## src/rtl/i2crm_pkg.sv

```systemverilog
package i2crm_pkg;

    // Fixed field widths
    localparam int ACTION_W    = 2;
    localparam int REG_ADDR_W  = 24;
    localparam int COUNT_W     = 16;
    localparam int BYTE_W      = 8;
    localparam int DEV_ADDR_W  = 7;
    localparam int ADDR_BYTES_W = 2;
    localparam int CFG_IDX_W   = 1;
    localparam int CFG_DATA_W  = 7;

    // Default saturation for the register address byte count
    localparam int MAX_ADDR_BYTES_DEF = 3;

    // Action codes
    localparam logic [ACTION_W-1:0] ACT_TICK  = 2'd0;
    localparam logic [ACTION_W-1:0] ACT_READ  = 2'd1;
    localparam logic [ACTION_W-1:0] ACT_WRITE = 2'd2;

    // Configuration register indexes
    localparam logic [CFG_IDX_W-1:0] CFG_DEVICE_ADDRESS    = 1'd0;
    localparam logic [CFG_IDX_W-1:0] CFG_REG_ADDRESS_BYTES = 1'd1;

    // One tick item
    typedef struct packed {
        logic [ACTION_W-1:0]   action;
        logic [REG_ADDR_W-1:0] reg_address;
        logic [COUNT_W-1:0]    byte_count;
        logic [BYTE_W-1:0]     write_byte;
        logic                  write_valid;
        logic                  sda_in;
    } t_req;

    // One tick result
    typedef struct packed {
        logic              scl;
        logic              sda_release;
        logic [BYTE_W-1:0] read_byte;
        logic              read_valid;
        logic              last_read;
        logic              ack_bit;
        logic              ack_valid;
        logic              need_write_byte;
        logic              busy_res;
        logic              done_res;
    } t_res;

    // Configuration write
    typedef struct packed {
        logic                  we;
        logic [CFG_IDX_W-1:0]  idx;
        logic [CFG_DATA_W-1:0] data;
    } t_cfg_wr;

endpackage

```

## src/rtl/i2crm_channels_if.sv

```systemverilog
// Tick channel into the block
interface i2crm_req_if;
    import i2crm_pkg::*;

    logic                  valid;
    logic                  ready;
    logic [ACTION_W-1:0]   action;
    logic [REG_ADDR_W-1:0] reg_address;
    logic [COUNT_W-1:0]    byte_count;
    logic [BYTE_W-1:0]     write_byte;
    logic                  write_valid;
    logic                  sda_in;

    modport source (
        output valid, action, reg_address, byte_count, write_byte, write_valid, sda_in,
        input  ready
    );
    modport sink (
        input  valid, action, reg_address, byte_count, write_byte, write_valid, sda_in,
        output ready
    );
endinterface

// Result channel out of the block
interface i2crm_res_if;
    import i2crm_pkg::*;

    logic              valid;
    logic              ready;
    logic              scl;
    logic              sda_release;
    logic [BYTE_W-1:0] read_byte;
    logic              read_valid;
    logic              last_read;
    logic              ack_bit;
    logic              ack_valid;
    logic              need_write_byte;
    logic              busy_res;
    logic              done_res;

    modport source (
        output valid, scl, sda_release, read_byte, read_valid, last_read, ack_bit,
               ack_valid, need_write_byte, busy_res, done_res,
        input  ready
    );
    modport sink (
        input  valid, scl, sda_release, read_byte, read_valid, last_read, ack_bit,
               ack_valid, need_write_byte, busy_res, done_res,
        output ready
    );
endinterface

```

## src/rtl/i2c_register_master_top.sv

```systemverilog
// I2C register master: each transaction on i_req is one bus tick carrying the sampled SDA
// level, and each transaction on o_res gives the SCL level and SDA drive for that tick with
// status. A tick is accepted every clock cycle while o_res is not stalled. The input
// register holds the tick, then the one-step sequencer loads its result into the result
// register for o_res. Results wait there while o_res is stalled, and the input register
// keeps taking ticks until both stages are full. Configuration (device address, number of
// register address bytes) is written through i_cfg_we / i_cfg_idx / i_cfg_data; the user
// must do so only while no transaction is in flight, which the block does not enforce.
module i2c_register_master_top
    import i2crm_pkg::*;
#(
    parameter int MAX_ADDR_BYTES = MAX_ADDR_BYTES_DEF
) (
    input  logic                  i_clk,
    input  logic                  i_rst_n,
    input  logic                  i_cfg_we,
    input  logic [CFG_IDX_W-1:0]  i_cfg_idx,
    input  logic [CFG_DATA_W-1:0] i_cfg_data,
    i2crm_req_if.sink             i_req,
    i2crm_res_if.source           o_res
);

    t_req    item;
    logic    item_valid;
    logic    item_ready;
    t_cfg_wr cfg;

    // Bundle the configuration write
    assign cfg.we   = i_cfg_we;
    assign cfg.idx  = i_cfg_idx;
    assign cfg.data = i_cfg_data;

    i2crm_in_stage u_in_stage (
        .i_clk        (i_clk),
        .i_rst_n      (i_rst_n),
        .i_req        (i_req),
        .o_item       (item),
        .o_item_valid (item_valid),
        .i_item_ready (item_ready)
    );

    i2crm_sequencer #(
        .MAX_ADDR_BYTES (MAX_ADDR_BYTES)
    ) u_sequencer (
        .i_clk        (i_clk),
        .i_rst_n      (i_rst_n),
        .i_cfg        (cfg),
        .i_item       (item),
        .i_item_valid (item_valid),
        .o_item_ready (item_ready),
        .o_res        (o_res)
    );

endmodule

```

## src/rtl/i2crm_in_stage.sv

```systemverilog
module i2crm_in_stage
    import i2crm_pkg::*;
(
    input  logic        i_clk,
    input  logic        i_rst_n,
    i2crm_req_if.sink   i_req,
    output t_req        o_item,
    output logic        o_item_valid,
    input  logic        i_item_ready
);

    logic r_valid;
    t_req r_item;

    // Take a new transaction whenever the register is empty or moving on
    assign i_req.ready = !r_valid || i_item_ready;

    always_ff @(posedge i_clk) begin
        if (!i_rst_n) begin
            r_valid <= 1'b0;
        end else if (i_req.ready) begin
            r_valid <= i_req.valid;
        end
    end

    // Payload, no reset
    always_ff @(posedge i_clk) begin
        if (i_req.ready && i_req.valid) begin
            r_item.action      <= i_req.action;
            r_item.reg_address <= i_req.reg_address;
            r_item.byte_count  <= i_req.byte_count;
            r_item.write_byte  <= i_req.write_byte;
            r_item.write_valid <= i_req.write_valid;
            r_item.sda_in      <= i_req.sda_in;
        end
    end

    assign o_item       = r_item;
    assign o_item_valid = r_valid;

endmodule

```

## src/rtl/i2crm_sequencer.sv

```systemverilog
module i2crm_sequencer
    import i2crm_pkg::*;
#(
    parameter int MAX_ADDR_BYTES = MAX_ADDR_BYTES_DEF
) (
    input  logic          i_clk,
    input  logic          i_rst_n,
    input  t_cfg_wr       i_cfg,
    input  t_req          i_item,
    input  logic          i_item_valid,
    output logic          o_item_ready,
    i2crm_res_if.source   o_res
);

    typedef enum logic [4:0] {
        ST_IDLE       = 5'd0,
        ST_TX_LOW     = 5'd1,
        ST_TX_HIGH    = 5'd2,
        ST_ACK_LOW    = 5'd3,
        ST_ACK_HIGH   = 5'd4,
        ST_WAIT_DATA  = 5'd5,
        ST_STOP_LOW   = 5'd6,
        ST_STOP_HIGH  = 5'd7,
        ST_STOP_END   = 5'd8,
        ST_MSTOP_LOW  = 5'd9,
        ST_MSTOP_HIGH = 5'd10,
        ST_MSTOP_END  = 5'd11,
        ST_RESTART    = 5'd12,
        ST_RX_LOW     = 5'd13,
        ST_RX_HIGH    = 5'd14,
        ST_MACK_LOW   = 5'd15,
        ST_MACK_HIGH  = 5'd16,
        ST_RTX_LOW    = 5'd17,
        ST_RTX_HIGH   = 5'd18,
        ST_RACK_LOW   = 5'd19,
        ST_RACK_HIGH  = 5'd20
    } t_step;

    // Configuration registers
    logic [DEV_ADDR_W-1:0]   r_dev_addr;
    logic [ADDR_BYTES_W-1:0] r_addr_bytes;

    // Sequencer state
    t_step                   r_step,       n_step;
    logic [3:0]              r_bit_idx,    n_bit_idx;
    logic [BYTE_W-1:0]       r_shift,      n_shift;
    logic [COUNT_W-1:0]      r_bytes_left, n_bytes_left;
    logic [ADDR_BYTES_W-1:0] r_abytes,     n_abytes;
    logic [REG_ADDR_W-1:0]   r_reg_addr,   n_reg_addr;
    logic                    r_is_read,    n_is_read;

    // Result register
    logic r_out_valid;
    t_res r_out, n_out;

    logic                    advance;
    logic [ADDR_BYTES_W-1:0] abytes_dec;
    logic [ADDR_BYTES_W-1:0] abytes_sat;
    logic [3:0]              bit_inc;
    logic [COUNT_W-1:0]      bytes_dec;
    logic                    last_byte;

    assign o_item_ready = !r_out_valid || o_res.ready;
    assign advance      = i_item_valid && o_item_ready;

    assign abytes_dec = r_abytes - 1'b1;
    assign bit_inc    = r_bit_idx + 4'd1;
    assign bytes_dec  = r_bytes_left - 1'b1;
    assign last_byte  = (r_bytes_left == COUNT_W'(1));
    assign abytes_sat = (int'(r_addr_bytes) > MAX_ADDR_BYTES) ?
                        ADDR_BYTES_W'(MAX_ADDR_BYTES) : r_addr_bytes;

    // Next state and line levels for one tick
    always_comb begin
        n_step       = r_step;
        n_bit_idx    = r_bit_idx;
        n_shift      = r_shift;
        n_bytes_left = r_bytes_left;
        n_abytes     = r_abytes;
        n_reg_addr   = r_reg_addr;
        n_is_read    = r_is_read;

        n_out                 = '0;
        n_out.scl             = 1'b1;
        n_out.sda_release     = 1'b1;
        n_out.busy_res        = 1'b1;

        unique case (r_step)
            ST_TX_LOW, ST_RTX_LOW: begin
                n_out.scl         = 1'b0;
                n_out.sda_release = r_shift[BYTE_W-1];
                n_step = (r_step == ST_TX_LOW) ? ST_TX_HIGH : ST_RTX_HIGH;
            end
            ST_TX_HIGH, ST_RTX_HIGH: begin
                n_out.sda_release = r_shift[BYTE_W-1];
                n_shift   = {r_shift[BYTE_W-2:0], 1'b0};
                n_bit_idx = bit_inc;
                if (bit_inc >= 4'd8) begin
                    n_step = (r_step == ST_TX_HIGH) ? ST_ACK_LOW : ST_RACK_LOW;
                end else begin
                    n_step = (r_step == ST_TX_HIGH) ? ST_TX_LOW : ST_RTX_LOW;
                end
            end
            ST_ACK_LOW, ST_RACK_LOW: begin
                n_out.scl = 1'b0;
                n_step = (r_step == ST_ACK_LOW) ? ST_ACK_HIGH : ST_RACK_HIGH;
            end
            ST_ACK_HIGH: begin
                n_out.ack_bit   = i_item.sda_in;
                n_out.ack_valid = 1'b1;
                // Next register address byte, else data phase, restart or stop
                if (r_abytes != '0) begin
                    n_abytes  = abytes_dec;
                    n_bit_idx = '0;
                    n_step    = ST_TX_LOW;
                    unique case (abytes_dec)
                        2'd0:    n_shift = r_reg_addr[7:0];
                        2'd1:    n_shift = r_reg_addr[15:8];
                        2'd2:    n_shift = r_reg_addr[23:16];
                        default: n_shift = '0;
                    endcase
                end else if (r_is_read) begin
                    n_step = ST_MSTOP_LOW;
                end else if (r_bytes_left != '0) begin
                    n_step = ST_WAIT_DATA;
                end else begin
                    n_step = ST_STOP_LOW;
                end
            end
            ST_RACK_HIGH: begin
                n_out.ack_bit   = i_item.sda_in;
                n_out.ack_valid = 1'b1;
                n_bit_idx = '0;
                n_shift   = '0;
                n_step    = (r_bytes_left != '0) ? ST_RX_LOW : ST_STOP_LOW;
            end
            ST_WAIT_DATA: begin
                // Hold SCL low until a write byte is offered
                n_out.scl             = 1'b0;
                n_out.need_write_byte = 1'b1;
                if (i_item.write_valid) begin
                    n_shift      = i_item.write_byte;
                    n_bytes_left = bytes_dec;
                    n_bit_idx    = '0;
                    n_step       = ST_TX_LOW;
                end
            end
            ST_STOP_LOW, ST_MSTOP_LOW: begin
                n_out.scl         = 1'b0;
                n_out.sda_release = 1'b0;
                n_step = (r_step == ST_STOP_LOW) ? ST_STOP_HIGH : ST_MSTOP_HIGH;
            end
            ST_STOP_HIGH, ST_MSTOP_HIGH: begin
                n_out.sda_release = 1'b0;
                n_step = (r_step == ST_STOP_HIGH) ? ST_STOP_END : ST_MSTOP_END;
            end
            ST_STOP_END: begin
                n_out.done_res = 1'b1;
                n_step = ST_IDLE;
            end
            ST_MSTOP_END: begin
                n_step = ST_RESTART;
            end
            ST_RESTART: begin
                n_out.sda_release = 1'b0;
                n_shift   = {r_dev_addr, 1'b1};
                n_bit_idx = '0;
                n_step    = ST_RTX_LOW;
            end
            ST_RX_LOW: begin
                n_out.scl = 1'b0;
                n_step = ST_RX_HIGH;
            end
            ST_RX_HIGH: begin
                n_shift   = {r_shift[BYTE_W-2:0], i_item.sda_in};
                n_bit_idx = bit_inc;
                n_step    = (bit_inc >= 4'd8) ? ST_MACK_LOW : ST_RX_LOW;
            end
            ST_MACK_LOW: begin
                // NAK on the final byte, ACK otherwise
                n_out.scl         = 1'b0;
                n_out.sda_release = last_byte;
                n_step = ST_MACK_HIGH;
            end
            ST_MACK_HIGH: begin
                n_out.last_read   = last_byte;
                n_out.sda_release = last_byte;
                n_out.read_byte   = r_shift;
                n_out.read_valid  = 1'b1;
                n_bytes_left = bytes_dec;
                n_bit_idx    = '0;
                n_shift      = '0;
                n_step       = (bytes_dec == '0) ? ST_STOP_LOW : ST_RX_LOW;
            end
            default: begin
                // Idle, or an unknown step
                n_step         = ST_IDLE;
                n_out.busy_res = 1'b0;
                if (i_item.action == ACT_READ || i_item.action == ACT_WRITE) begin
                    n_out.busy_res    = 1'b1;
                    n_out.sda_release = 1'b0;
                    n_is_read    = (i_item.action == ACT_READ);
                    n_reg_addr   = i_item.reg_address;
                    n_bytes_left = i_item.byte_count;
                    n_abytes     = abytes_sat;
                    n_shift      = {r_dev_addr, 1'b0};
                    n_bit_idx    = '0;
                    n_step       = ST_TX_LOW;
                end
            end
        endcase
    end

    // Configuration writes
    always_ff @(posedge i_clk) begin
        if (!i_rst_n) begin
            r_dev_addr   <= '0;
            r_addr_bytes <= ADDR_BYTES_W'(1);
        end else if (i_cfg.we) begin
            unique case (i_cfg.idx)
                CFG_DEVICE_ADDRESS:    r_dev_addr   <= i_cfg.data[DEV_ADDR_W-1:0];
                CFG_REG_ADDRESS_BYTES: r_addr_bytes <= i_cfg.data[ADDR_BYTES_W-1:0];
                default:               r_dev_addr   <= r_dev_addr;
            endcase
        end
    end

    // State advances once per accepted tick
    always_ff @(posedge i_clk) begin
        if (!i_rst_n) begin
            r_step       <= ST_IDLE;
            r_bit_idx    <= '0;
            r_shift      <= '0;
            r_bytes_left <= '0;
            r_abytes     <= '0;
            r_reg_addr   <= '0;
            r_is_read    <= 1'b0;
            r_out_valid  <= 1'b0;
        end else begin
            if (advance) begin
                r_step       <= n_step;
                r_bit_idx    <= n_bit_idx;
                r_shift      <= n_shift;
                r_bytes_left <= n_bytes_left;
                r_abytes     <= n_abytes;
                r_reg_addr   <= n_reg_addr;
                r_is_read    <= n_is_read;
                r_out_valid  <= 1'b1;
            end else if (o_res.ready) begin
                r_out_valid  <= 1'b0;
            end
        end
    end

    // Result payload, no reset
    always_ff @(posedge i_clk) begin
        if (advance) begin
            r_out <= n_out;
        end
    end

    assign o_res.valid           = r_out_valid;
    assign o_res.scl             = r_out.scl;
    assign o_res.sda_release     = r_out.sda_release;
    assign o_res.read_byte       = r_out.read_byte;
    assign o_res.read_valid      = r_out.read_valid;
    assign o_res.last_read       = r_out.last_read;
    assign o_res.ack_bit         = r_out.ack_bit;
    assign o_res.ack_valid       = r_out.ack_valid;
    assign o_res.need_write_byte = r_out.need_write_byte;
    assign o_res.busy_res        = r_out.busy_res;
    assign o_res.done_res        = r_out.done_res;

endmodule

```

## src/flat_wrapper.sv

```systemverilog
// flat-port wrapper written by rule: the top's interface ports become plain ports
module i2c_register_master_top_flat import i2crm_pkg::*;
#(
    parameter int MAX_ADDR_BYTES = MAX_ADDR_BYTES_DEF
)
  (i_clk, i_rst_n, i_cfg_we, i_cfg_idx, i_cfg_data, i_req_valid, i_req_action, i_req_reg_address, i_req_byte_count, i_req_write_byte, i_req_write_valid, i_req_sda_in, i_req_ready, o_res_valid, o_res_scl, o_res_sda_release, o_res_read_byte, o_res_read_valid, o_res_last_read, o_res_ack_bit, o_res_ack_valid, o_res_need_write_byte, o_res_busy_res, o_res_done_res, o_res_ready);
  i2crm_req_if i_req_i ();
  i2crm_res_if o_res_i ();
  input  logic i_clk;
  input  logic i_rst_n;
  input  logic i_cfg_we;
  input  logic [CFG_IDX_W-1:0] i_cfg_idx;
  input  logic [CFG_DATA_W-1:0] i_cfg_data;
  input wire logic [$bits(i_req_i.valid)-1:0] i_req_valid;
  input wire logic [$bits(i_req_i.action)-1:0] i_req_action;
  input wire logic [$bits(i_req_i.reg_address)-1:0] i_req_reg_address;
  input wire logic [$bits(i_req_i.byte_count)-1:0] i_req_byte_count;
  input wire logic [$bits(i_req_i.write_byte)-1:0] i_req_write_byte;
  input wire logic [$bits(i_req_i.write_valid)-1:0] i_req_write_valid;
  input wire logic [$bits(i_req_i.sda_in)-1:0] i_req_sda_in;
  output wire logic [$bits(i_req_i.ready)-1:0] i_req_ready;
  output wire logic [$bits(o_res_i.valid)-1:0] o_res_valid;
  output wire logic [$bits(o_res_i.scl)-1:0] o_res_scl;
  output wire logic [$bits(o_res_i.sda_release)-1:0] o_res_sda_release;
  output wire logic [$bits(o_res_i.read_byte)-1:0] o_res_read_byte;
  output wire logic [$bits(o_res_i.read_valid)-1:0] o_res_read_valid;
  output wire logic [$bits(o_res_i.last_read)-1:0] o_res_last_read;
  output wire logic [$bits(o_res_i.ack_bit)-1:0] o_res_ack_bit;
  output wire logic [$bits(o_res_i.ack_valid)-1:0] o_res_ack_valid;
  output wire logic [$bits(o_res_i.need_write_byte)-1:0] o_res_need_write_byte;
  output wire logic [$bits(o_res_i.busy_res)-1:0] o_res_busy_res;
  output wire logic [$bits(o_res_i.done_res)-1:0] o_res_done_res;
  input wire logic [$bits(o_res_i.ready)-1:0] o_res_ready;
  assign i_req_i.valid = i_req_valid;
  assign i_req_i.action = i_req_action;
  assign i_req_i.reg_address = i_req_reg_address;
  assign i_req_i.byte_count = i_req_byte_count;
  assign i_req_i.write_byte = i_req_write_byte;
  assign i_req_i.write_valid = i_req_write_valid;
  assign i_req_i.sda_in = i_req_sda_in;
  assign i_req_ready = i_req_i.ready;
  assign o_res_valid = o_res_i.valid;
  assign o_res_scl = o_res_i.scl;
  assign o_res_sda_release = o_res_i.sda_release;
  assign o_res_read_byte = o_res_i.read_byte;
  assign o_res_read_valid = o_res_i.read_valid;
  assign o_res_last_read = o_res_i.last_read;
  assign o_res_ack_bit = o_res_i.ack_bit;
  assign o_res_ack_valid = o_res_i.ack_valid;
  assign o_res_need_write_byte = o_res_i.need_write_byte;
  assign o_res_busy_res = o_res_i.busy_res;
  assign o_res_done_res = o_res_i.done_res;
  assign o_res_i.ready = o_res_ready;
  i2c_register_master_top #(.MAX_ADDR_BYTES(MAX_ADDR_BYTES)) u_core (.i_clk(i_clk), .i_rst_n(i_rst_n), .i_cfg_we(i_cfg_we), .i_cfg_idx(i_cfg_idx), .i_cfg_data(i_cfg_data), .i_req(i_req_i), .o_res(o_res_i));
endmodule
```

## config.mk

```make
export PLATFORM = sky130hd
export DESIGN_NAME = i2c_register_master_top_flat
export DESIGN_NICKNAME = d
export VERILOG_FILES = /design/src/rtl/i2crm_pkg.sv /design/src/rtl/i2crm_channels_if.sv /design/src/rtl/i2c_register_master_top.sv /design/src/rtl/i2crm_in_stage.sv /design/src/rtl/i2crm_sequencer.sv /design/src/flat_wrapper.sv
export SDC_FILE = /design/constraint.sdc
export NUM_CORES = 1
export LEC_CHECK = 0
export BUFFER_PORTS_ARGS = -buffer_cell sky130_fd_sc_hd__buf_4
export CORE_ASPECT_RATIO = 1.25
export CORE_MARGIN = 2
export CORE_UTILIZATION = 54
export CTS_BUF_LIST = sky130_fd_sc_hd__clkbuf_8
export CTS_CLUSTER_DIAMETER = 60
export DETAILED_ROUTE_END_ITERATION = 6
export PLACE_DENSITY = 0.81
export SLEW_MARGIN = 10
export SYNTH_ARGS = -nofsm -noshare
export SYNTH_HDL_FRONTEND = slang
export SYNTH_SLANG_ARGS = --single-unit
```

## constraint.sdc

```tcl
create_clock -name i_clk -period 2.1 [get_ports i_clk]
set_clock_uncertainty 0.05 [all_clocks]
set_input_delay 0.105 -clock i_clk [delete_from_list [all_inputs] [get_ports i_clk]]
set_output_delay 0.105 -clock i_clk [all_outputs]
set_load 0.01 [all_outputs]
```

Word level (Yosys, flattened, before mapping). Cells that the tools add are included. Widths: inputs -> output; s select.

$add $sub $neg: 3. Magnitude comparators: 1. Eq/ne operators: 27. Muxes and demuxes: 41. Bitwise operators: 5. Reduce and logical (&&, ||, !) cells: 42.

Operators by type and width (number): $pmux 5 s15 (1); $pmux 8 s7 (1); $pmux 16 s3 (1); $eq 5x4->1 const B (8); $mux 5 (8); $mux 16 (2); $eq 5x5->1 const B (5); $mux 4 (6); $mux 8 (3); $pmux 8 s3 (1); $eq 5x3->1 const B (4); $pmux 4 s5 (1); $reduce_or 20->1 (1); $reduce_or 19->1 (1); $reduce_or 18->1 (1); $reduce_or 9->1 (2); $eq 16x1->1 const B (1); $logic_not 16->1 (1); $reduce_bool 16->1 (1); $reduce_or 2->1 (8); $sub 16x1->16 const B (1); $mux 2 (6); $reduce_or 12->1 (1); $eq 5x2->1 const B (2); 27 further kinds (52).

Flip-flop bits (word level): 140. Input bits: 65. Output and inout bits: 19. Word-level logic and storage cells: 146.

Depth between registers and ports, before layout. Gate-level depths: netlist of run 1.

Word-level depth: 5. Depth in mapped cells: 10. Depth with buffers taken out: 8.

Hierarchy. A second synthesis of run 1 with hierarchy kept.

Cells, all modules: 617. Area total of the unflattened synthesis: 6468.7 um^2.

By module, submodules not included: i2crm_sequencer (instances 1, cells each 560, area each 4849.7 um^2, sequential area each 1911.8 um^2); i2crm_in_stage (instances 1, cells each 57, area each 1619.1 um^2, sequential area each 1581.5 um^2).

Worst setup path after synthesis of run 1. No wires, ideal clock.

Path kind: flip-flop to flip-flop. Start point: register u_core.u_sequencer.r_out_valid (netlist: u_core.u_sequencer.o_res.valid). End point: register u_core.u_in_stage.r_item, in the netlist u_core.u_in_stage.o_item[0] (enable). Library setup time: 0.415 ns. Arrival: 1.878 ns. Data required time: 1.635 ns. Setup slack: -0.243 ns. Cell stages (with the launch flop): 4. Buffers on the path: 0. Clock period less this slack: 2.343 ns. Cells stage by stage: dfxtp_1 > nor2b_1 > nand2_1 > and2_1.

Longest elaborated chain between the ends: 4.

Ends and longest elaborated chain: from (decl) (line i2crm_sequencer.sv:53) `logic r_out_valid;`; from (signal assigned) (line i2crm_sequencer.sv:238) `r_out_valid <= 1'b0;`; from (signal assigned) (line i2crm_sequencer.sv:248) `r_out_valid <= 1'b1;`; from (signal assigned) (line i2crm_sequencer.sv:250) `r_out_valid <= 1'b0;`; $logic_not 1->1 (line i2crm_sequencer.sv:63) `assign o_item_ready = !r_out_valid || o_res.ready;`; $logic_or 1x1->1 (line i2crm_sequencer.sv:63); $logic_or 1x1->1 (line i2crm_in_stage.sv:16) `assign i_req.ready = !r_valid || i_item_ready;`; net i_req_ready (line flat_wrapper.sv:21) `output wire logic [$bits(i_req_i.ready)-1:0] i_req_ready;`; $logic_and 1x1->1 (line i2crm_in_stage.sv:28) `if (i_req.ready && i_req.valid) begin`; to (decl) (line i2crm_in_stage.sv:13) `t_req r_item;`.

The timed path passes the listed nets, and every way through them passes these cells. A chain may end at the register's enable or synchronous reset.

Worst setup path after layout of run 1.
Start point: register u_core.u_sequencer.r_bytes_left[0]. End point: register u_core.u_sequencer.r_step[0].

Longest elaborated chain between the ends: 5. Elaborated cells on any way between the ends: 9. Those cells by class: 1 x add/sub; 6 x mux; 2 x reduce/logical.

Ends and longest elaborated chain: from (decl) (line i2crm_sequencer.sv:47) `logic [COUNT_W-1:0] r_bytes_left, n_bytes_left;`; from (signal assigned) (line i2crm_sequencer.sv:244) `r_bytes_left <= n_bytes_left;`; branches (longest 4 deep; another with $sub 16x1->16); $pmux 5 s15 (*) (line i2crm_sequencer.sv:88) `unique case (r_step)`; to (signal assigned) (line i2crm_sequencer.sv:241) `r_step <= n_step;`; to (decl) (line i2crm_sequencer.sv:44) `t_step r_step, n_step;`.

Mark *: on every way between the ends.

==> key figures, run 1 <==
Yosys
  – Ys Warns: 0
  – Top_reg_cell synth: dfxtp_1
  – Mean Syn Cell Area: 9.954 µm²
  – Syn nets: between 700 and 800
  – Register area share after synthesis: 54.08%
  – Cells after Synth: between 600 and 700
  – Synth Cell Area: ~6500 µm²
  – Asr flop ratio synth: 0%
  – Synth area leaders: edfxtp_1, dfxtp_1, a21oi_1
  – Post-synthesis cell type count: a little under 70
  – Yosys top cell by area: edfxtp_1
  – Flops & latches, synth: 140
  – Synth top area share: 32.07%
  – Number of flops mapped to enable cells by yosys: around 70

Timing
  – Final Hold Viols: 0
  – RSZ-0062 raised after global routing: true
  – Relative slew slack: 50.19%
  – Smallest hold slack: 0.1511 ns
  – Final Setup Violations: 3
  – Worst-Margin Slew: approximately 0.75 ns
  – Final worst slack: -0.09940 ns
  – Period minus WS final: 2.199 ns
  – Slew Viols, Final: 0
  – Fin crit share: 104.7%
  – Fmax: roughly 450 MHz

Global route
  – Largest net degree at the start of global routing: 63
  – First-pass GRT wire length: 30570 µm
  – Number of antenna violations at the first check in global routing: 0
  – GR Util All Layers: 30.98%
  – Total gr overflow: 0
  – Vias in the first global route: 6313

CTS
  – # clock sinks: 140
  – Clk Latency, worst-skew pair: 0.47 ns
  – CTS tree: yes
  – Root buffer cell: clkbuf_8
  – Clock transition at the registers of the reported paths: 0.09 ns
  – CTS buffer count: 17
  – H-tree levels: 4
  – Clock buffer depth: 2

Finish
  – Share of cells above drive strength 1: between 30% and 40%
  – Area of the multi-input gates: 2929 µm²
  – Final design utilization: 79.15%
  – Fin nets: 947
  – Area grow syn2layout: 43.00%
  – FF/Latch Area: roughly 3500 µm²
  – Ant. Diodes: 0
  – Fill cells: approximately 720
  – Non-Filler Instances: 1046

Power
  – Tot Pwr: 6481 µW
  – Sw Ratio: between 20% and 30%
  – Sequential share of power: a little under half
  – Internal Power: between 4000 and 5000 µW
  – Power Dens Cells: 701.6 nW/µm²
  – Part of the power in the clock network: 35.1%
  – P_sw: 1810 µW
  – Combinational share of power: between 15 and 20%
  – Leak Pwr: between 0.003 and 0.004 µW
  – Max VDD drop: 0.6831 mV

Status
  – Failing checks: setup timing
  – Status: finished with violations

Worst setup path
  – Critical path class: reg -> reg
  – Crit path max fanout: 9
  – WP buf/inv: 2
  – Worst Setup End Kind: flop
  – Startpoint types: flop
  – Cell breakdown of the critical path: inv_1 -> ha_4 -> nor3b_1 -> a31oi_1 -> a2111oi_2 -> buf_4 -> nor4_2 -> a311o_1
  – CP max-delay cell: a2111oi_2
  – Arrival @ worst endpoint: 2.51 ns
  – Slowest stage delay, CP: 0.39 ns
  – CP top delay family: compound AO/OA/AOI/OAI gates
  – Worst Path Required: around 2.4 ns

Placed design
  – Placed cell count: roughly 940
  – Pre-CTS WS: -0.06190 ns
  – Routability cong.: 0.9323
  – I/O Buffers: 83
  – HPWL after DPL: 12180 µm

Routing
  – First-pass DRT Iterations: 5
  – DRT Wirelength: roughly 20000 µm
  – Remaining routing DRC violations: 0
  – Detail Route Antenna Nets: 0
  – DR iter-0 viols: 580
  – Vias: 6128
  – Vias per cell: roughly 5.9
  – Drt wl/cell: 19.13 µm

Floorplanning
  – Core Area: 11670 µm²
  – Die Y: 126.3 µm
  – Die width: 101.8 µm
  – Initial Utilization: 55.35%
  – I/O pin count: 84
  – # rows: 44
  – Die area: 12860 µm²

Min path
  – Hold WC Path Type: in -> reg

Flow run
  – Max-cap violations: 0
through the flow:
stage / TNS, ns / area, µm²
after floorplan: 0 / 6492
after global placement: -0.1393 / 7802
after detailed placement: -0.2460 / 7802
after CTS: 0 / 8924
after global routing: -0.7182 / 9238
final: -0.2058 / 9238
registers in the layout, indices dropped and copies added (netlist names), 2 cells and up:
signal / cells
u_core.u_in_stage.o_item: 52
u_core.u_sequencer.r_reg_addr: 24
u_core.u_sequencer.r_bytes_left: 16
u_core.u_sequencer.o_res.read_byte: 8
u_core.u_sequencer.r_shift: 8
u_core.u_sequencer.r_dev_addr: 7
u_core.u_sequencer.r_step: 5
u_core.u_sequencer.r_bit_idx: 4
u_core.u_sequencer.abytes_sat: 2
u_core.u_sequencer.r_abytes: 2
Yosys cell counts (10+ instances only):
cell type,count
a21oi_1,62
dfxtp_1,71
a222oi_1,13
nor3_1,22
edfxtp_1,69
ha_1,10
nand3_1,19
and2_1,11
nor2_1,57
clkbuf_1,19
nand2_1,78
inv_1,11
mux2i_1,11
buf_2,16
nor2b_1,12
nand2b_1,16
o21ai_0,30
metal layers:
metal	vias up	wire length, µm	GRT usage, %
met2	287	10710	55.92
li1	2847	-	-
met1	2901	7103	31.07
met3	93	1147	7.825
met4	0	1049	18.98
met5	-	0	0
timing repair:
item,CTS,global route
setup buffers,1,7
pin swaps,1,20
resized for setup,8,71
cloned,2,2
endpoints found under the hold margin,72,0
hold buffers,67,0
setup endpoints to repair,15,55
cells by family (layout without fill, tap and decap cells):
kind of cell / after synthesis / count (layout) / share of synthesized area, %
multiplexers: 11 / 11 / 1.705
AO/OA/AOI/OAI: 178 / 179 / 18.71
adder cells (fa/ha/maj): 10 / 10 / 1.937
XOR/XNOR: 3 / 3 / 0.4068
AND/OR/NAND/NOR: 248 / 248 / 18.85
buffers and inverters: 59 / 294 / 4.319
flip-flops: 140 / 140 / 54.08
worst register-to-register path, stage by stage (launching register included):
cell       delay (ns)
dfxtp_2          0.37
inv_1            0.08
ha_4             0.20
nor3b_1          0.31
a31oi_1          0.21
a2111oi_2        0.39
buf_4            0.18
nor4_2           0.05
a311o_1          0.26
placed cells by master (no fill, tap or decap), drive strengths merged, types with 4 or more instances in the layout:
cell / n
o21ai: 31
clkinv: 4
nor4: 5
edfxtp: 69
dfxtp: 71
nand2b: 17
nor3: 22
dlygate4sd3: 67
nor2b: 12
mux2i: 11
a31oi: 6
and2: 13
nand3: 19
a21oi: 62
a222oi: 13
or2: 5
buf: 182
nor4b: 4
inv: 20
clkbuf: 17
ha: 10
nor2: 57
a211oi: 9
o22ai: 6
a22oi: 6
a221oi: 5
o21a: 5
nand2: 78
final timing paths:
| check | to | startpoint | cells after the start | slack [ns] |
|---|---|---|---|---|
| min reg2reg | u_core.u_sequencer.r_reg_addr[11] | u_core.u_sequencer.r_reg_addr[11] | 2 | 0.41 |
| max | u_core.u_sequencer.r_step[0] | u_core.u_sequencer.r_bytes_left[0] | 8 | -0.1 |
| max reg2reg | u_core.u_sequencer.r_step[0] | u_core.u_sequencer.r_bytes_left[0] | 8 | -0.1 |
| min | u_core.u_sequencer.r_dev_addr[3] | i_cfg_idx | 5 | 0.15 |
cell type report:
| type | count | share of cell area, % |
|---|---|---|
| Timing Repair Buffer | 249 | 23.07 |
| Clock buffer | 17 | 2.533 |
| Clock inverter | 15 | 1.923 |
| Tap cell | 161 | 2.181 |
| Inverter | 13 | 0.5553 |
| Sequential cell | 140 | 38.03 |
| Multi-Input combinational cell | 451 | 31.71 |
power groups by stage:
stage	logic, µW	clock network, µW	registers (µW)
6_report	1110	2270	3090
5_1_grt	1200	2400	3100
4_1_cts	992	2280	3080
3_5_place_dp	876	0	3140
3_3_place_gp	855	0	3140
2_1_floorplan	471	0	3120
No activity file was read; power rests on OpenSTA's default activity.
==> run 2: changes to the inputs <==
--- a/config.mk
+++ b/config.mk
@@ -6,13 +6,13 @@
 export NUM_CORES = 1
 export LEC_CHECK = 0
 export BUFFER_PORTS_ARGS = -buffer_cell sky130_fd_sc_hd__buf_4
-export CORE_ASPECT_RATIO = 1.25
 export CORE_MARGIN = 2
 export CORE_UTILIZATION = 54
 export CTS_BUF_LIST = sky130_fd_sc_hd__clkbuf_8
 export CTS_CLUSTER_DIAMETER = 60
 export DETAILED_ROUTE_END_ITERATION = 6
-export PLACE_DENSITY = 0.81
+export GPL_ROUTABILITY_DRIVEN = 0
+export PLACE_DENSITY_LB_ADDON = 0.12
 export SLEW_MARGIN = 10
 export SYNTH_ARGS = -nofsm -noshare
 export SYNTH_HDL_FRONTEND = slang
==> key figures, run 2 (synthesis results as in run 1) <==
Placed design
  – I/O Buffers: 83 (unchanged)
  – Placed cell count: 899 (-3.9%)
  – HPWL after DPL: 10780 µm (-11%)

Floorplanning
  – I/O pin count: 84 (unchanged)
  – Die area: 12850 µm² (about the same)
  – Initial Utilization: 55.86% (+0.51 points)
  – Die Y: 113.4 µm (-10%)
  – Core Area: 11560 µm² (-0.91%)
  – # rows: 39 (-11%)
  – Die width: 113.4 µm (+11%)

Finish
  – Fin nets: 932 (-1.6%)
  – Most frequent cells in the layout: buf_4, nand2_1, edfxtp_1
  – Area grow syn2layout: 39.32%
  – Fill cells: 744 (+2.9%)
  – Ant. Diodes: 0 (unchanged)
  – Max reg flops: 52 (unchanged)
  – Commonest non-fill, non-tap cell in the layout: buf_4
  – Share of cells above drive strength 1: 29.31% (-2.4 points)
  – Non-Filler Instances: 1013 (-3.2%)

Power
  – Max VDD drop: 0.5811 mV (-15%)
  – Leak Pwr: 0.003445 µW (-2.7%)
  – Power Dens Cells: 701.5 nW/µm² (about the same)
  – Internal Power: 4640 µW (-0.67%)
  – Combinational share of power: 17.1% (about the same)
  – P_sw: 1674 µW (-7.5%)
  – Sequential share of power: 48.8% (+1.1 points)
  – Part of the power in the clock network: 34.1% (-1.0 points)
  – Sw Ratio: 26.51% (-1.4 points)

Worst setup path
  – Critical path class: reg -> reg
  – Cell breakdown of the critical path: buf_4 -> nor2b_1 -> o21a_1 -> nor2_1 -> a2111oi_4 -> buf_4 -> mux2i_1 -> nor2_1
  – Startpoint types: flop
  – Worst Setup End Kind: flop
  – Crit path max fanout: 8 (-1)
  – Slowest stage delay, CP: 0.40 ns (about the same)
  – Worst r2r path cells: 8 (unchanged)
  – CP max-delay cell: a2111oi_4
  – WP depth: 8 (unchanged)
  – Worst Path Required: 2.36 ns (-0.05 ns)
  – CP top delay family: compound AO/OA/AOI/OAI gates
  – WP buf/inv: 2 (unchanged)
  – Arrival @ worst endpoint: 2.34 ns (-0.17 ns)

Timing
  – Fmax: 480.7 MHz (+5.7%)
  – RSZ-0062 raised after global routing: true
  – Worst-Margin Slew: 0.7369 ns (-0.01034 ns)
  – Slew Viols, Final: 0 (unchanged)
  – Fin crit share: 99.06% (-5.7 points)
  – Relative slew slack: 50.88% (+0.69 points)
  – Period minus WS final: 2.080 ns (-0.1192 ns)
  – Setup TNS: 0 ns (+0.2058 ns)
  – Final Setup Violations: 0 (-3)
  – Final Hold Viols: 0 (unchanged)

Flow run
  – Max-cap violations: 0 (unchanged)

Global route
  – Vias in the first global route: 5725 (-9.3%)
  – Largest net degree at the start of global routing: 63 (unchanged)
  – Number of antenna violations at the first check in global routing: 0 (unchanged)
  – GR Util All Layers: 27.30% (-3.7 points)
  – Total gr overflow: 0 (unchanged)
  – First-pass GRT wire length: 27480 µm (-10%)

Routing
  – Remaining routing DRC violations: 0 (unchanged)
  – First-pass DRT Iterations: 5 (unchanged)
  – DR iter-0 viols: 626 (+7.9%)
  – Vias per cell: 5.856 (about the same)
  – Drt wl/cell: 17.04 µm (-11%)
  – Vias: 5932 (-3.2%)
  – DRT Wirelength: 17260 µm (-14%)
  – Detail Route Antenna Nets: 0 (unchanged)

Min path
  – Worst hold path cell count: 5 (unchanged)
  – Hold WC Path Type: in -> reg

CTS
  – CTS tree: yes
  – Clock transition at the registers of the reported paths: 0.08 ns (about the same)
  – Clock buffer depth: 2 (unchanged)
  – H-tree levels: 4 (unchanged)
  – CTS buffer count: 17 (unchanged)
  – Clk Latency, worst-skew pair: 0.45 ns (-0.02 ns)
  – Root buffer cell: clkbuf_8
  – # clock sinks: 140 (unchanged)

Status
  – Status: complete, no violations
run 2: cell types whose count changed in the layout (fill, tap and decap cells not counted), sizes merged:
cell	change
clkinv	+3
inv	-3
clkinvlp	-1
buf	-14
clkbuf	+1
a31o	-1
run 2: tightest hold or removal path: cells and delay by family:
kind,cells,cell delay (ns)
and+or+nand+nor,2,0.12
buffers and inverters,2,0.27
muxes,1,0.12
run 2: timing repair:
| item | in CTS | in global routing |
|---|---|---|
| gates cloned | 2 | 1 |
| endpoints found under the setup margin | 17 | 34 |
| buffers inserted | 6 | 6 |
| endpoints found under the hold margin | 72 | 0 |
| hold buffers | 67 | 0 |
| gates resized for setup | 20 | 47 |
| pin swaps | 7 | 16 |
run 2: layout make-up:
class | instances | area (µm²) | area share [%]
Tap cell | 143 | 178.9 | 1.988
Inverter | 13 | 51.30 | 0.5700
Timing Repair Buffer | 235 | 1987 | 22.08
Sequential cell | 140 | 3512 | 39.02
Clock inverter | 14 | 141.4 | 1.571
Clock buffer | 18 | 247.7 | 2.753
Multi-Input combinational cell | 450 | 2882 | 32.02
run 2: per-layer routing:
| layer | wire [µm] | GRT usage [%] | up-vias |
|---|---|---|---|
| met5 | 0 | 0 | - |
| met4 | 351 | 11.95 | 0 |
| li1 | - | - | 2804 |
| met1 | 6950 | 33.76 | 2782 |
| met2 | 8695 | 45.99 | 314 |
| met3 | 1261 | 6.323 | 32 |
run 2: final timing paths:
kind | start | to | slack, ns
worst max-delay path | u_core.u_sequencer.r_step[0] | u_core.u_sequencer.r_bit_idx[3] | 0.02
worst min-delay path | i_cfg_idx | u_core.u_sequencer.r_dev_addr[4] | 0.16
worst min register to register | u_core.u_sequencer.r_reg_addr[18] | u_core.u_sequencer.r_reg_addr[18] | 0.40
worst max register to register | u_core.u_sequencer.r_step[0] | u_core.u_sequencer.r_bit_idx[3] | 0.02
run 2: power by group through the flow:
stage	Clock (µW)	Combinational (µW)	Sequential, µW
finish	2150	1080	3080
global route	2300	1160	3090
CTS	2170	985	3080
detailed placement	0	827	3140
global placement	0	805	3140
floorplan	0	471	3120
run 2: per-stage QoR:
| stage | setup slack, ns | utilization, % | cell area [µm²] | hold slack (ns) | total power (µW) |
|---|---|---|---|---|---|
| final | 0.01975 | 77.82 | 9000 | 0.1559 | 6314 |
| after global routing | -0.09127 | 77.82 | 9000 | 0.1588 | 6557 |
| after CTS | 0.005475 | 76.11 | 8802 | 0.1182 | 6239 |
| after detailed placement | -0.1070 | 65.78 | 7607 | 0.2342 | 3968 |
| after global placement | 0.004449 | 65.78 | 7607 | 0.2328 | 3942 |
| after floorplan | 0.01166 | - | 6492 | 0.1539 | 3594 |
